$ cat config.mk
export PLATFORM = sky130hd
export DESIGN_NAME = flood_control_rate_limiter
export DESIGN_NICKNAME = d
export VERILOG_FILES = /design/src/frl_pkg.sv /design/src/frl_ram.sv /design/src/frl_queue.sv /design/src/flood_control_rate_limiter.sv
export SDC_FILE = /design/constraint.sdc
export NUM_CORES = 1
export LEC_CHECK = 0
export ABC_AREA = 1
export BUFFER_PORTS_ARGS = -buffer_cell sky130_fd_sc_hd__buf_2
export CAP_MARGIN = 10
export CELL_PAD_IN_SITES_DETAIL_PLACEMENT = 1
export CELL_PAD_IN_SITES_GLOBAL_PLACEMENT = 1
export CORE_MARGIN = 10
export CORE_UTILIZATION = 40
export CTS_BUF_LIST = sky130_fd_sc_hd__clkbuf_16
export CTS_CLUSTER_DIAMETER = 40
export CTS_CLUSTER_SIZE = 28
export DETAILED_ROUTE_END_ITERATION = 12
export PLACE_DENSITY_LB_ADDON = 0.08
export SKIP_LAST_GASP = 1
export SLEW_MARGIN = 20
export SYNTH_ARGS = -nofsm -noshare
export SYNTH_HDL_FRONTEND = slang
export SYNTH_SLANG_ARGS = --single-unit
$ cat constraint.sdc
create_clock -name clock -period 4.2 [get_ports clock]
set_input_delay 0.21 -clock clock [delete_from_list [all_inputs] [get_ports clock]]
set_output_delay 0.21 -clock clock [all_outputs]
set_load 0.1 [all_outputs]
$ cat src/frl_pkg.sv
// Shared types and constants for the flood control rate limiter.
// No dependencies.
`timescale 1ns / 1ps

package frl_pkg;

   localparam int FRL_QUEUE_DEPTH = 16;
   localparam int TIME_W          = 32;
   localparam int TAG_W           = 16;
   localparam int CSR_DATA_W      = 8;
   localparam int CSR_INDEX_W     = 1;
   localparam int MAX_DRAIN       = 16;
   localparam int DRAIN_CNT_W     = $clog2(MAX_DRAIN);

   localparam logic [CSR_INDEX_W-1:0] CSR_SEND_INTERVAL = 1'b0;
   localparam logic [CSR_INDEX_W-1:0] CSR_BURST_LIMIT   = 1'b1;

   localparam logic [CSR_DATA_W-1:0] RST_SEND_INTERVAL = 8'd2;
   localparam logic [CSR_DATA_W-1:0] RST_BURST_LIMIT   = 8'd10;

   typedef enum logic {
      OP_MESSAGE = 1'b0,
      OP_TICK    = 1'b1
   } frl_op_type;

   typedef enum logic [1:0] {
      ACT_SENT       = 2'd0,
      ACT_QUEUED     = 2'd1,
      ACT_DROPPED    = 2'd2,
      ACT_FROM_QUEUE = 2'd3
   } frl_action_type;

   typedef enum logic [1:0] {
      ST_IDLE,
      ST_DECIDE,
      ST_DRAIN
   } frl_state_type;

   typedef struct packed {
      logic push;
      logic pop;
   } frl_queue_cmd_type;

   typedef struct packed {
      logic empty;
      logic one_left;
      logic full;
   } frl_queue_sts_type;

endpackage

$ cat src/frl_ram.sv
// Generic single-clock RAM: one write port, one read port, registered read data.
// No dependencies.
`timescale 1ns / 1ps

module frl_ram #(
   parameter int WIDTH = 16,
   parameter int DEPTH = 16,
   localparam int ADDR_W = (DEPTH > 1) ? $clog2(DEPTH) : 1
) (
   input  logic              clock,
   input  logic              wr_en,
   input  logic [ADDR_W-1:0] wr_addr,
   input  logic [WIDTH-1:0]  wr_data,
   input  logic [ADDR_W-1:0] rd_addr,
   output logic [WIDTH-1:0]  rd_data
);

   logic [WIDTH-1:0] mem_ff [DEPTH];
   logic [WIDTH-1:0] rd_data_ff;

   always_ff @(posedge clock) begin
      if (wr_en) begin
         mem_ff[wr_addr] <= wr_data;
      end
      rd_data_ff <= mem_ff[rd_addr];
   end

   assign rd_data = rd_data_ff;

endmodule

$ cat src/frl_queue.sv
// Held-tag FIFO: pointers and fill count around one frl_ram; uses frl_pkg and frl_ram.
// Read data is the read-pointer entry, stale just after a push into an empty queue.
`timescale 1ns / 1ps

module frl_queue import frl_pkg::*; #(
   parameter int QUEUE_DEPTH = FRL_QUEUE_DEPTH
) (
   input  logic              clock,
   input  logic              reset,
   input  frl_queue_cmd_type cmd,
   input  logic [TAG_W-1:0]  push_data,
   output logic [TAG_W-1:0]  rd_data,
   output frl_queue_sts_type sts
);

   localparam int PTR_W = (QUEUE_DEPTH > 1) ? $clog2(QUEUE_DEPTH) : 1;
   localparam int CNT_W = $clog2(QUEUE_DEPTH + 1);
   localparam logic [PTR_W-1:0] PTR_LAST = PTR_W'(QUEUE_DEPTH - 1);
   localparam logic [CNT_W-1:0] CNT_FULL = CNT_W'(QUEUE_DEPTH);
   localparam logic [CNT_W-1:0] CNT_ONE  = CNT_W'(1);

   logic [PTR_W-1:0] rd_ptr_ff, rd_ptr_in;
   logic [PTR_W-1:0] wr_ptr_ff, wr_ptr_in;
   logic [CNT_W-1:0] count_ff, count_in;

   always_comb begin
      rd_ptr_in = rd_ptr_ff;
      wr_ptr_in = wr_ptr_ff;
      count_in  = count_ff;
      if (cmd.pop) begin
         rd_ptr_in = (rd_ptr_ff == PTR_LAST) ? '0 : rd_ptr_ff + PTR_W'(1);
         count_in  = count_ff - CNT_ONE;
      end
      if (cmd.push) begin
         wr_ptr_in = (wr_ptr_ff == PTR_LAST) ? '0 : wr_ptr_ff + PTR_W'(1);
         count_in  = count_ff + CNT_ONE;
      end
   end

   always_ff @(posedge clock) begin
      if (reset) begin
         rd_ptr_ff <= '0;
         wr_ptr_ff <= '0;
         count_ff  <= '0;
      end else begin
         rd_ptr_ff <= rd_ptr_in;
         wr_ptr_ff <= wr_ptr_in;
         count_ff  <= count_in;
      end
   end

   assign sts.empty    = (count_ff == '0);
   assign sts.one_left = (count_ff == CNT_ONE);
   assign sts.full     = (count_ff == CNT_FULL);

   // read address runs one step ahead so data matches rd_ptr_ff
   frl_ram #(
      .WIDTH (TAG_W),
      .DEPTH (QUEUE_DEPTH)
   ) u_ram (
      .clock   (clock),
      .wr_en   (cmd.push),
      .wr_addr (wr_ptr_ff),
      .wr_data (push_data),
      .rd_addr (rd_ptr_in),
      .rd_data (rd_data)
   );

endmodule

$ cat src/flood_control_rate_limiter.sv
// Pass-through message: result registered after the transfer; limited message: result from the decide state.
// Pass-through takes 1 item/cycle while the block is not busy; a limited message holds busy through the decide state.
// Tick: drained tags come from the drain state after the idle state, 1/cycle (one queue read per cycle),
// up to 16 tags; busy while in the drain state, which is entered even when no tag drains. Results cannot be stalled.
// Reset: next-send time and queue cleared, send_interval = 2, burst_limit = 10;
// queue storage is not cleared.
`timescale 1ns / 1ps

module flood_control_rate_limiter import frl_pkg::*; #(
   parameter int QUEUE_DEPTH = FRL_QUEUE_DEPTH
) (
   input  logic                   clock,
   input  logic                   reset,
   input  logic                   req_start,
   output logic                   busy,
   input  logic                   req_operation,
   input  logic [TIME_W-1:0]      req_now_seconds,
   input  logic [TAG_W-1:0]       req_message_tag,
   input  logic                   req_to_server,
   input  logic                   req_is_tcp_link,
   output logic                   rsp_valid,
   output logic [TAG_W-1:0]       rsp_out_tag,
   output logic [1:0]             rsp_action,
   output logic                   rsp_last_of_run,
   input  logic                   csr_wr_en,
   input  logic [CSR_INDEX_W-1:0] csr_index,
   input  logic [CSR_DATA_W-1:0]  csr_wr_data
);

   localparam logic [DRAIN_CNT_W-1:0] DRAIN_LAST = DRAIN_CNT_W'(MAX_DRAIN - 1);

   frl_state_type state_ff, state_in;

   logic [CSR_DATA_W-1:0]  send_interval_ff, send_interval_in;
   logic [CSR_DATA_W-1:0]  burst_limit_ff, burst_limit_in;
   logic [TIME_W-1:0]      nst_ff, nst_in;
   logic [TIME_W-1:0]      now_ff, now_in;
   logic [TAG_W-1:0]       tag_ff, tag_in;
   logic [DRAIN_CNT_W-1:0] drain_cnt_ff, drain_cnt_in;
   logic                   rsp_valid_ff, rsp_valid_in;
   logic [TAG_W-1:0]       rsp_tag_ff, rsp_tag_in;
   frl_action_type         rsp_action_ff, rsp_action_in;
   logic                   rsp_last_ff, rsp_last_in;

   frl_queue_cmd_type q_cmd;
   frl_queue_sts_type q_sts;
   logic [TAG_W-1:0]  q_rd_data;

   logic              accept;
   logic              limited;
   logic [TIME_W-1:0] nst_raised;
   logic [TIME_W:0]   adv_sum;
   logic [TIME_W-1:0] nst_adv;
   logic [TIME_W-1:0] lead;
   logic              over;
   logic              can_drain;
   logic              more;

   assign busy    = (state_ff != ST_IDLE);
   assign accept  = req_start && !busy;
   assign limited = req_to_server && req_is_tcp_link;

   assign nst_raised = (nst_ff < req_now_seconds) ? req_now_seconds : nst_ff;
   assign adv_sum    = {1'b0, nst_ff} + {{(TIME_W + 1 - CSR_DATA_W){1'b0}}, send_interval_ff};
   assign nst_adv    = adv_sum[TIME_W] ? '1 : adv_sum[TIME_W-1:0];
   assign lead       = nst_ff - now_ff;
   assign over       = lead > {{(TIME_W - CSR_DATA_W){1'b0}}, burst_limit_ff};
   assign can_drain  = !q_sts.empty && (nst_ff <= now_ff);
   assign more       = (drain_cnt_ff != DRAIN_LAST) && !q_sts.one_left && (nst_adv <= now_ff);

   // next state
   always_comb begin
      state_in = state_ff;
      case (state_ff)
         ST_IDLE: begin
            if (accept) begin
               if (req_operation == OP_TICK) begin
                  state_in = ST_DRAIN;
               end else if (limited) begin
                  state_in = ST_DECIDE;
               end
            end
         end
         ST_DECIDE: begin
            state_in = ST_IDLE;
         end
         ST_DRAIN: begin
            if (!(can_drain && more)) begin
               state_in = ST_IDLE;
            end
         end
         default: begin
            state_in = ST_IDLE;
         end
      endcase
   end

   // datapath and outputs
   always_comb begin
      nst_in        = nst_ff;
      now_in        = now_ff;
      tag_in        = tag_ff;
      drain_cnt_in  = drain_cnt_ff;
      rsp_valid_in  = 1'b0;
      rsp_tag_in    = rsp_tag_ff;
      rsp_action_in = rsp_action_ff;
      rsp_last_in   = 1'b1;
      q_cmd         = '0;
      case (state_ff)
         ST_IDLE: begin
            if (accept) begin
               now_in       = req_now_seconds;
               tag_in       = req_message_tag;
               drain_cnt_in = '0;
               if (req_operation == OP_TICK || limited) begin
                  nst_in = nst_raised;
               end
               if (req_operation == OP_MESSAGE && !limited) begin
                  rsp_valid_in  = 1'b1;
                  rsp_tag_in    = req_message_tag;
                  rsp_action_in = ACT_SENT;
               end
            end
         end
         ST_DECIDE: begin
            rsp_valid_in = 1'b1;
            rsp_tag_in   = tag_ff;
            if (over) begin
               if (q_sts.full) begin
                  rsp_action_in = ACT_DROPPED;
               end else begin
                  rsp_action_in = ACT_QUEUED;
                  q_cmd.push    = 1'b1;
               end
            end else begin
               rsp_action_in = ACT_SENT;
               nst_in        = nst_adv;
            end
         end
         ST_DRAIN: begin
            if (can_drain) begin
               rsp_valid_in  = 1'b1;
               rsp_tag_in    = q_rd_data;
               rsp_action_in = ACT_FROM_QUEUE;
               rsp_last_in   = !more;
               q_cmd.pop     = 1'b1;
               nst_in        = nst_adv;
               drain_cnt_in  = drain_cnt_ff + DRAIN_CNT_W'(1);
            end
         end
         default: begin
            rsp_valid_in = 1'b0;
         end
      endcase
   end

   always_comb begin
      send_interval_in = send_interval_ff;
      burst_limit_in   = burst_limit_ff;
      if (csr_wr_en) begin
         case (csr_index)
            CSR_SEND_INTERVAL: send_interval_in = csr_wr_data;
            CSR_BURST_LIMIT:   burst_limit_in   = csr_wr_data;
            default:           send_interval_in = send_interval_ff;
         endcase
      end
   end

   always_ff @(posedge clock) begin
      if (reset) begin
         state_ff         <= ST_IDLE;
         send_interval_ff <= RST_SEND_INTERVAL;
         burst_limit_ff   <= RST_BURST_LIMIT;
         nst_ff           <= '0;
         drain_cnt_ff     <= '0;
         rsp_valid_ff     <= 1'b0;
      end else begin
         state_ff         <= state_in;
         send_interval_ff <= send_interval_in;
         burst_limit_ff   <= burst_limit_in;
         nst_ff           <= nst_in;
         drain_cnt_ff     <= drain_cnt_in;
         rsp_valid_ff     <= rsp_valid_in;
      end
   end

   always_ff @(posedge clock) begin
      now_ff        <= now_in;
      tag_ff        <= tag_in;
      rsp_tag_ff    <= rsp_tag_in;
      rsp_action_ff <= rsp_action_in;
      rsp_last_ff   <= rsp_last_in;
   end

   // queue writes only in decide; a tick reads after the idle cycle, so no forwarding
   frl_queue #(
      .QUEUE_DEPTH (QUEUE_DEPTH)
   ) u_queue (
      .clock     (clock),
      .reset     (reset),
      .cmd       (q_cmd),
      .push_data (tag_ff),
      .rd_data   (q_rd_data),
      .sts       (q_sts)
   );

   assign rsp_valid       = rsp_valid_ff;
   assign rsp_out_tag     = rsp_tag_ff;
   assign rsp_action      = rsp_action_ff;
   assign rsp_last_of_run = rsp_last_ff;

   a_decide_gives_result: assert property (@(posedge clock) disable iff (reset)
      state_ff == ST_DECIDE |=> rsp_valid_ff)
      else $error("decide stage gave no result");

   a_no_push_full: assert property (@(posedge clock) disable iff (reset)
      q_cmd.push |-> !q_sts.full)
      else $error("push into full queue");

   a_no_pop_empty: assert property (@(posedge clock) disable iff (reset)
      q_cmd.pop |-> !q_sts.empty)
      else $error("pop from empty queue");

   a_drain_cap: assert property (@(posedge clock) disable iff (reset)
      state_ff == ST_DRAIN && drain_cnt_ff == DRAIN_LAST |=> state_ff == ST_IDLE)
      else $error("drain exceeded per-tick cap");

   a_last_ends_drain: assert property (@(posedge clock) disable iff (reset)
      state_ff == ST_DRAIN && rsp_valid_in && rsp_last_in |=> !busy)
      else $error("drain continued after last result");

endmodule

==> run summary <==
The number of failing hold endpoints at the final stage is 0. The Yosys step of the flow raised 0 warnings. The worst setup path is captured at a flip-flop. The final routed wirelength across all metal layers is 76400 um.

The final setup violation count came out at 0. The instance count along the most critical hold path came out at 4. The cell taking the most area after synthesis is sky130_fd_sc_hd__edfxtp_1. The analysis attributes to cell leakage a power of 12.1 nW.

The max capacitance violation total is 0. The final clock skew came out at 0.0306 ns. The share of the synthesized area in the top cell type came out at 42.8%. The prevailing post-synth register cell is sky130_fd_sc_hd__edfxtp_1. The maximum buffer depth of the clock tree came out at 3.

Dividing total power by cell area gives a power density of 497 mW/mm^2. The number of buffers added on ports is 84. The number of global-route vias before repair is 20800. The clock root buffer master is sky130_fd_sc_hd__clkbuf_16. The share of synthesized area occupied by flip-flops and latches is 50.3%. The worst setup path is launched from a flip-flop. The residual antenna-violating net count after detailed routing is 0. Dividing the detail-routed via count by the number of cells gives 5.24.

The largest net degree at the start of global routing is 93. The floorplan die height is 258 um. The DRC violation count after routing is 0. The synthesized netlist contains 45 unique library cells. The endpoint of the most critical register-to-register path is state_ff[0].

In this run the standard cell core region covers 0.0562 mm^2. Walking the worst path, the cells encountered are ha_4 -> fa_2 -> a21oi_2 -> o21ai_2 -> a21oi_2 -> buf_4 -> nor2_1 -> nand4_1 -> buf_6 -> nand3_1 -> ha_1 -> nand2_1 -> nor2_2 -> nand2_2 -> nor4_4 -> buf_4 -> o21ai_0 -> nand2_1 -> nand2_2 -> nand4_1 -> nand3b_1 -> nand2_1 -> nand2_1 -> nor2_1. The count of final max-slew check failures came out at 0. The cell row count is 87. The gate count after technology mapping came out at 2684.

The CTS sink count came out at 407. The post-route fraction of the period consumed by the critical path came out at 95.4%. The run finished with clean final reports. The data arrival time of the worst path came out at 4.53 ns. The final route contains 19400 vias. The worst hold path belongs to the class primary input to flip-flop.

The total standard cell area after synthesis came out at 0.0226 mm^2. The worst path needs 4.01 ns of the cycle, external delays included. The highest cell delay on the worst timing path came out at 0.40 ns. The clock tree synthesis step divided the H-tree into 3 levels.

The classification of the worst setup path is flip-flop to flip-flop. The clock reaches the later pin of the worst-skew pair after 0.62 ns. The cell that appears most often on the critical path is sky130_fd_sc_hd__nand2_1. After synthesis, the most frequently instantiated cells are sky130_fd_sc_hd__nand2_1, sky130_fd_sc_hd__inv_1, sky130_fd_sc_hd__edfxtp_1. The peak clock frequency supported by timing came out at 0.249 GHz.

The startpoint of the worst-slack reg-to-reg timing path is nst_ff[0]. The largest voltage drop on the vdd net is 0.000273 V. The critical path ends at state_ff[0]. The first detailed-routing pass took 5 iterations. Ranked by total cell area, the synthesized netlist is headed by sky130_fd_sc_hd__edfxtp_1, sky130_fd_sc_hd__nand2_1, sky130_fd_sc_hd__dfxtp_1. TritonCTS built the clock tree. Global routing used 22.6% of the available tracks. Counting flops with an async set or reset pin after synthesis yields a share of 0%. The total nets after synthesis is 2874. The number of enable flip-flop cells after synthesis came out at 322. Counting the fill cells in the layout gives 6634. The effective utilization at floorplan came out at 40.3%. The initial DRC count is 957. The worst relative slew slack is 29.0%. Tracing the worst setup path back leads to its startpoint at nst_ff[0].

The minimum setup slack among reg-to-reg paths is 0.19 ns. The data required time at the worst endpoint came out at 4.73 ns. The proportion of layout cells with a drive suffix above 1 is 12.3%. The number of cells traversed by the worst register-to-register path is 24. The total global routing overflow is 0.

The cell area after layout came out at 0.0274 mm^2. The die covers 0.0664 mm^2. Setup repair after global routing could not meet its margin everywhere.

The number of top-level design ports is 85. Among all cell types in the netlist, the one instantiated most often is sky130_fd_sc_hd__nand2_1. The clock slew seen by the registers of the worst setup and hold paths came out at 0.05 ns. The HPWL after detailed placement is 53500 um. The number of antenna cells inserted is 0. The first global-routing pass estimated 118000 um of wire. The placed standard-cell area is 0.0242 mm^2.

The initial antenna violation count is 1. The routability congestion estimate from global placement is 0.908. At the pin with the least slew margin, the transition time is 1.06 ns. The final net count came out at 3073. Counting the buffers created by CTS gives 71.

In this run the worst path has a maximum fanout of 6. The mean post-synth cell area is 8.43 um^2. The x dimension of the die is 258 um. The growth of design area from synthesis to finish is 21.4%. For this run, the share of the core covered by cells in the final layout is 48.9%. The standard cell with the maximum stage delay on the critical path is sky130_fd_sc_hd__fa_2. The post-detailed-route wirelength per cell came out at 20.7 um.

The flop and latch count out of synthesis came out at 407.
[timing repair]
item,in CTS,in global routing
setup endpoints to repair,3,289
setup buffers,0,6
pin swaps,0,15
gates cloned,0,1
hold buffers,59,0
hold endpoints to repair,79,0
gates resized for setup,3,48
[placed cells by master, fill, tap and decap left out, types with 8 or more instances in the layout]
cell type / count
sky130_fd_sc_hd__nand2_1: 707
sky130_fd_sc_hd__inv_1: 419
sky130_fd_sc_hd__edfxtp_1: 322
sky130_fd_sc_hd__nand3_1: 272
sky130_fd_sc_hd__nor2_1: 149
sky130_fd_sc_hd__a21oi_1: 147
sky130_fd_sc_hd__ha_1: 120
sky130_fd_sc_hd__o21ai_0: 84
sky130_fd_sc_hd__buf_2: 84
sky130_fd_sc_hd__dfxtp_1: 82
sky130_fd_sc_hd__nand3b_1: 73
sky130_fd_sc_hd__clkbuf_16: 72
sky130_fd_sc_hd__nand4_1: 63
sky130_fd_sc_hd__dlygate4sd3_1: 59
sky130_fd_sc_hd__buf_4: 53
sky130_fd_sc_hd__nor2_2: 23
sky130_fd_sc_hd__nor3_1: 20
sky130_fd_sc_hd__xor2_1: 14
sky130_fd_sc_hd__nand2_2: 13
sky130_fd_sc_hd__inv_2: 12
sky130_fd_sc_hd__buf_12: 11
sky130_fd_sc_hd__inv_6: 10
sky130_fd_sc_hd__clkinvlp_4: 10
sky130_fd_sc_hd__clkinv_4: 9
sky130_fd_sc_hd__clkinv_1: 8
[kinds of logic (layout without fill, tap and decap cells)]
family	Yosys count	in the layout	synth area share (%)
compound gates	268	268	6.26
xor+xnor	18	18	0.780
fa+ha+maj	126	126	7.04
buf+inv	521	776	9.21
flops	407	407	50.3
simple gates	1344	1345	26.4
[per-stage QoR]
stage	hold slack [ns]	power (W)	instances	setup slack, ns	TNS (ns)
2_1_floorplan	0.309	0.00681	2684	0.468	0
3_3_place_gp	0.403	0.00775	3500	-0.180	-0.292
3_5_place_dp	0.404	0.00783	3500	-0.331	-0.605
4_1_cts	0.00694	0.0137	3689	0.00218	0
5_1_grt	0.0562	0.0143	3696	-0.0818	-0.340
6_report	0.0330	0.0136	3696	0.191	0
[final cells by class]
cell class,count,area (um^2),share of cell area [%]
sequential,407,11400,41.4
multi-input combinational,1757,9370,34.1
clock buffer,72,1800,6.56
timing repair buffer,216,1740,6.35
inverter,430,1620,5.90
tap,756,946,3.45
clock inverter,58,592,2.16
[sequential cells by signal, summed over array words and instances (netlist names), 8 cells and up]
register,flops
u_queue.u_ram.mem_ff,256
now_ff,32
nst_ff,32
rsp_out_tag,16
tag_ff,16
u_queue.u_ram.rd_data,16
burst_limit_ff,8
send_interval_ff,8
[worst min-delay path by stage]
stage                        start                   to
2_1_floorplan   req_now_seconds[0]            now_ff[0]
3_3_place_gp   req_now_seconds[16]           now_ff[16]
3_5_place_dp   req_now_seconds[11]           now_ff[11]
4_1_cts                  csr_index  send_interval_ff[1]
5_1_grt                  csr_index  send_interval_ff[1]
6_report                 csr_index  send_interval_ff[1]
[critical path, delay by kind of cell, from the launching register on]
family	cells	cell delay (ns)
buffers and inverters	3	0.52
adders and majority gates	3	0.89
AOI/OAI and AO/OA	4	0.46
DFF	1	0.34
and+or+nand+nor	14	1.73
[report_power, final]
group	switching, W	internal, W
Combinational	0.00208	0.000878
Clock	0.00221	0.00357
Sequential	0.000260	0.00464
[per-layer routing]
metal  GRT usage, %  vias up  part of all wire [%]  wire length (um)
li1               -     9302                     -                 -
met1           26.5     9586                    42             32000
met2           41.9      357                    52             40000
met3           2.96      134                   3.1              2340
met4           7.24        0                   2.7              2070
met5              0        -                     0                 0
Note: power is estimated with default switching activity, not from simulation.
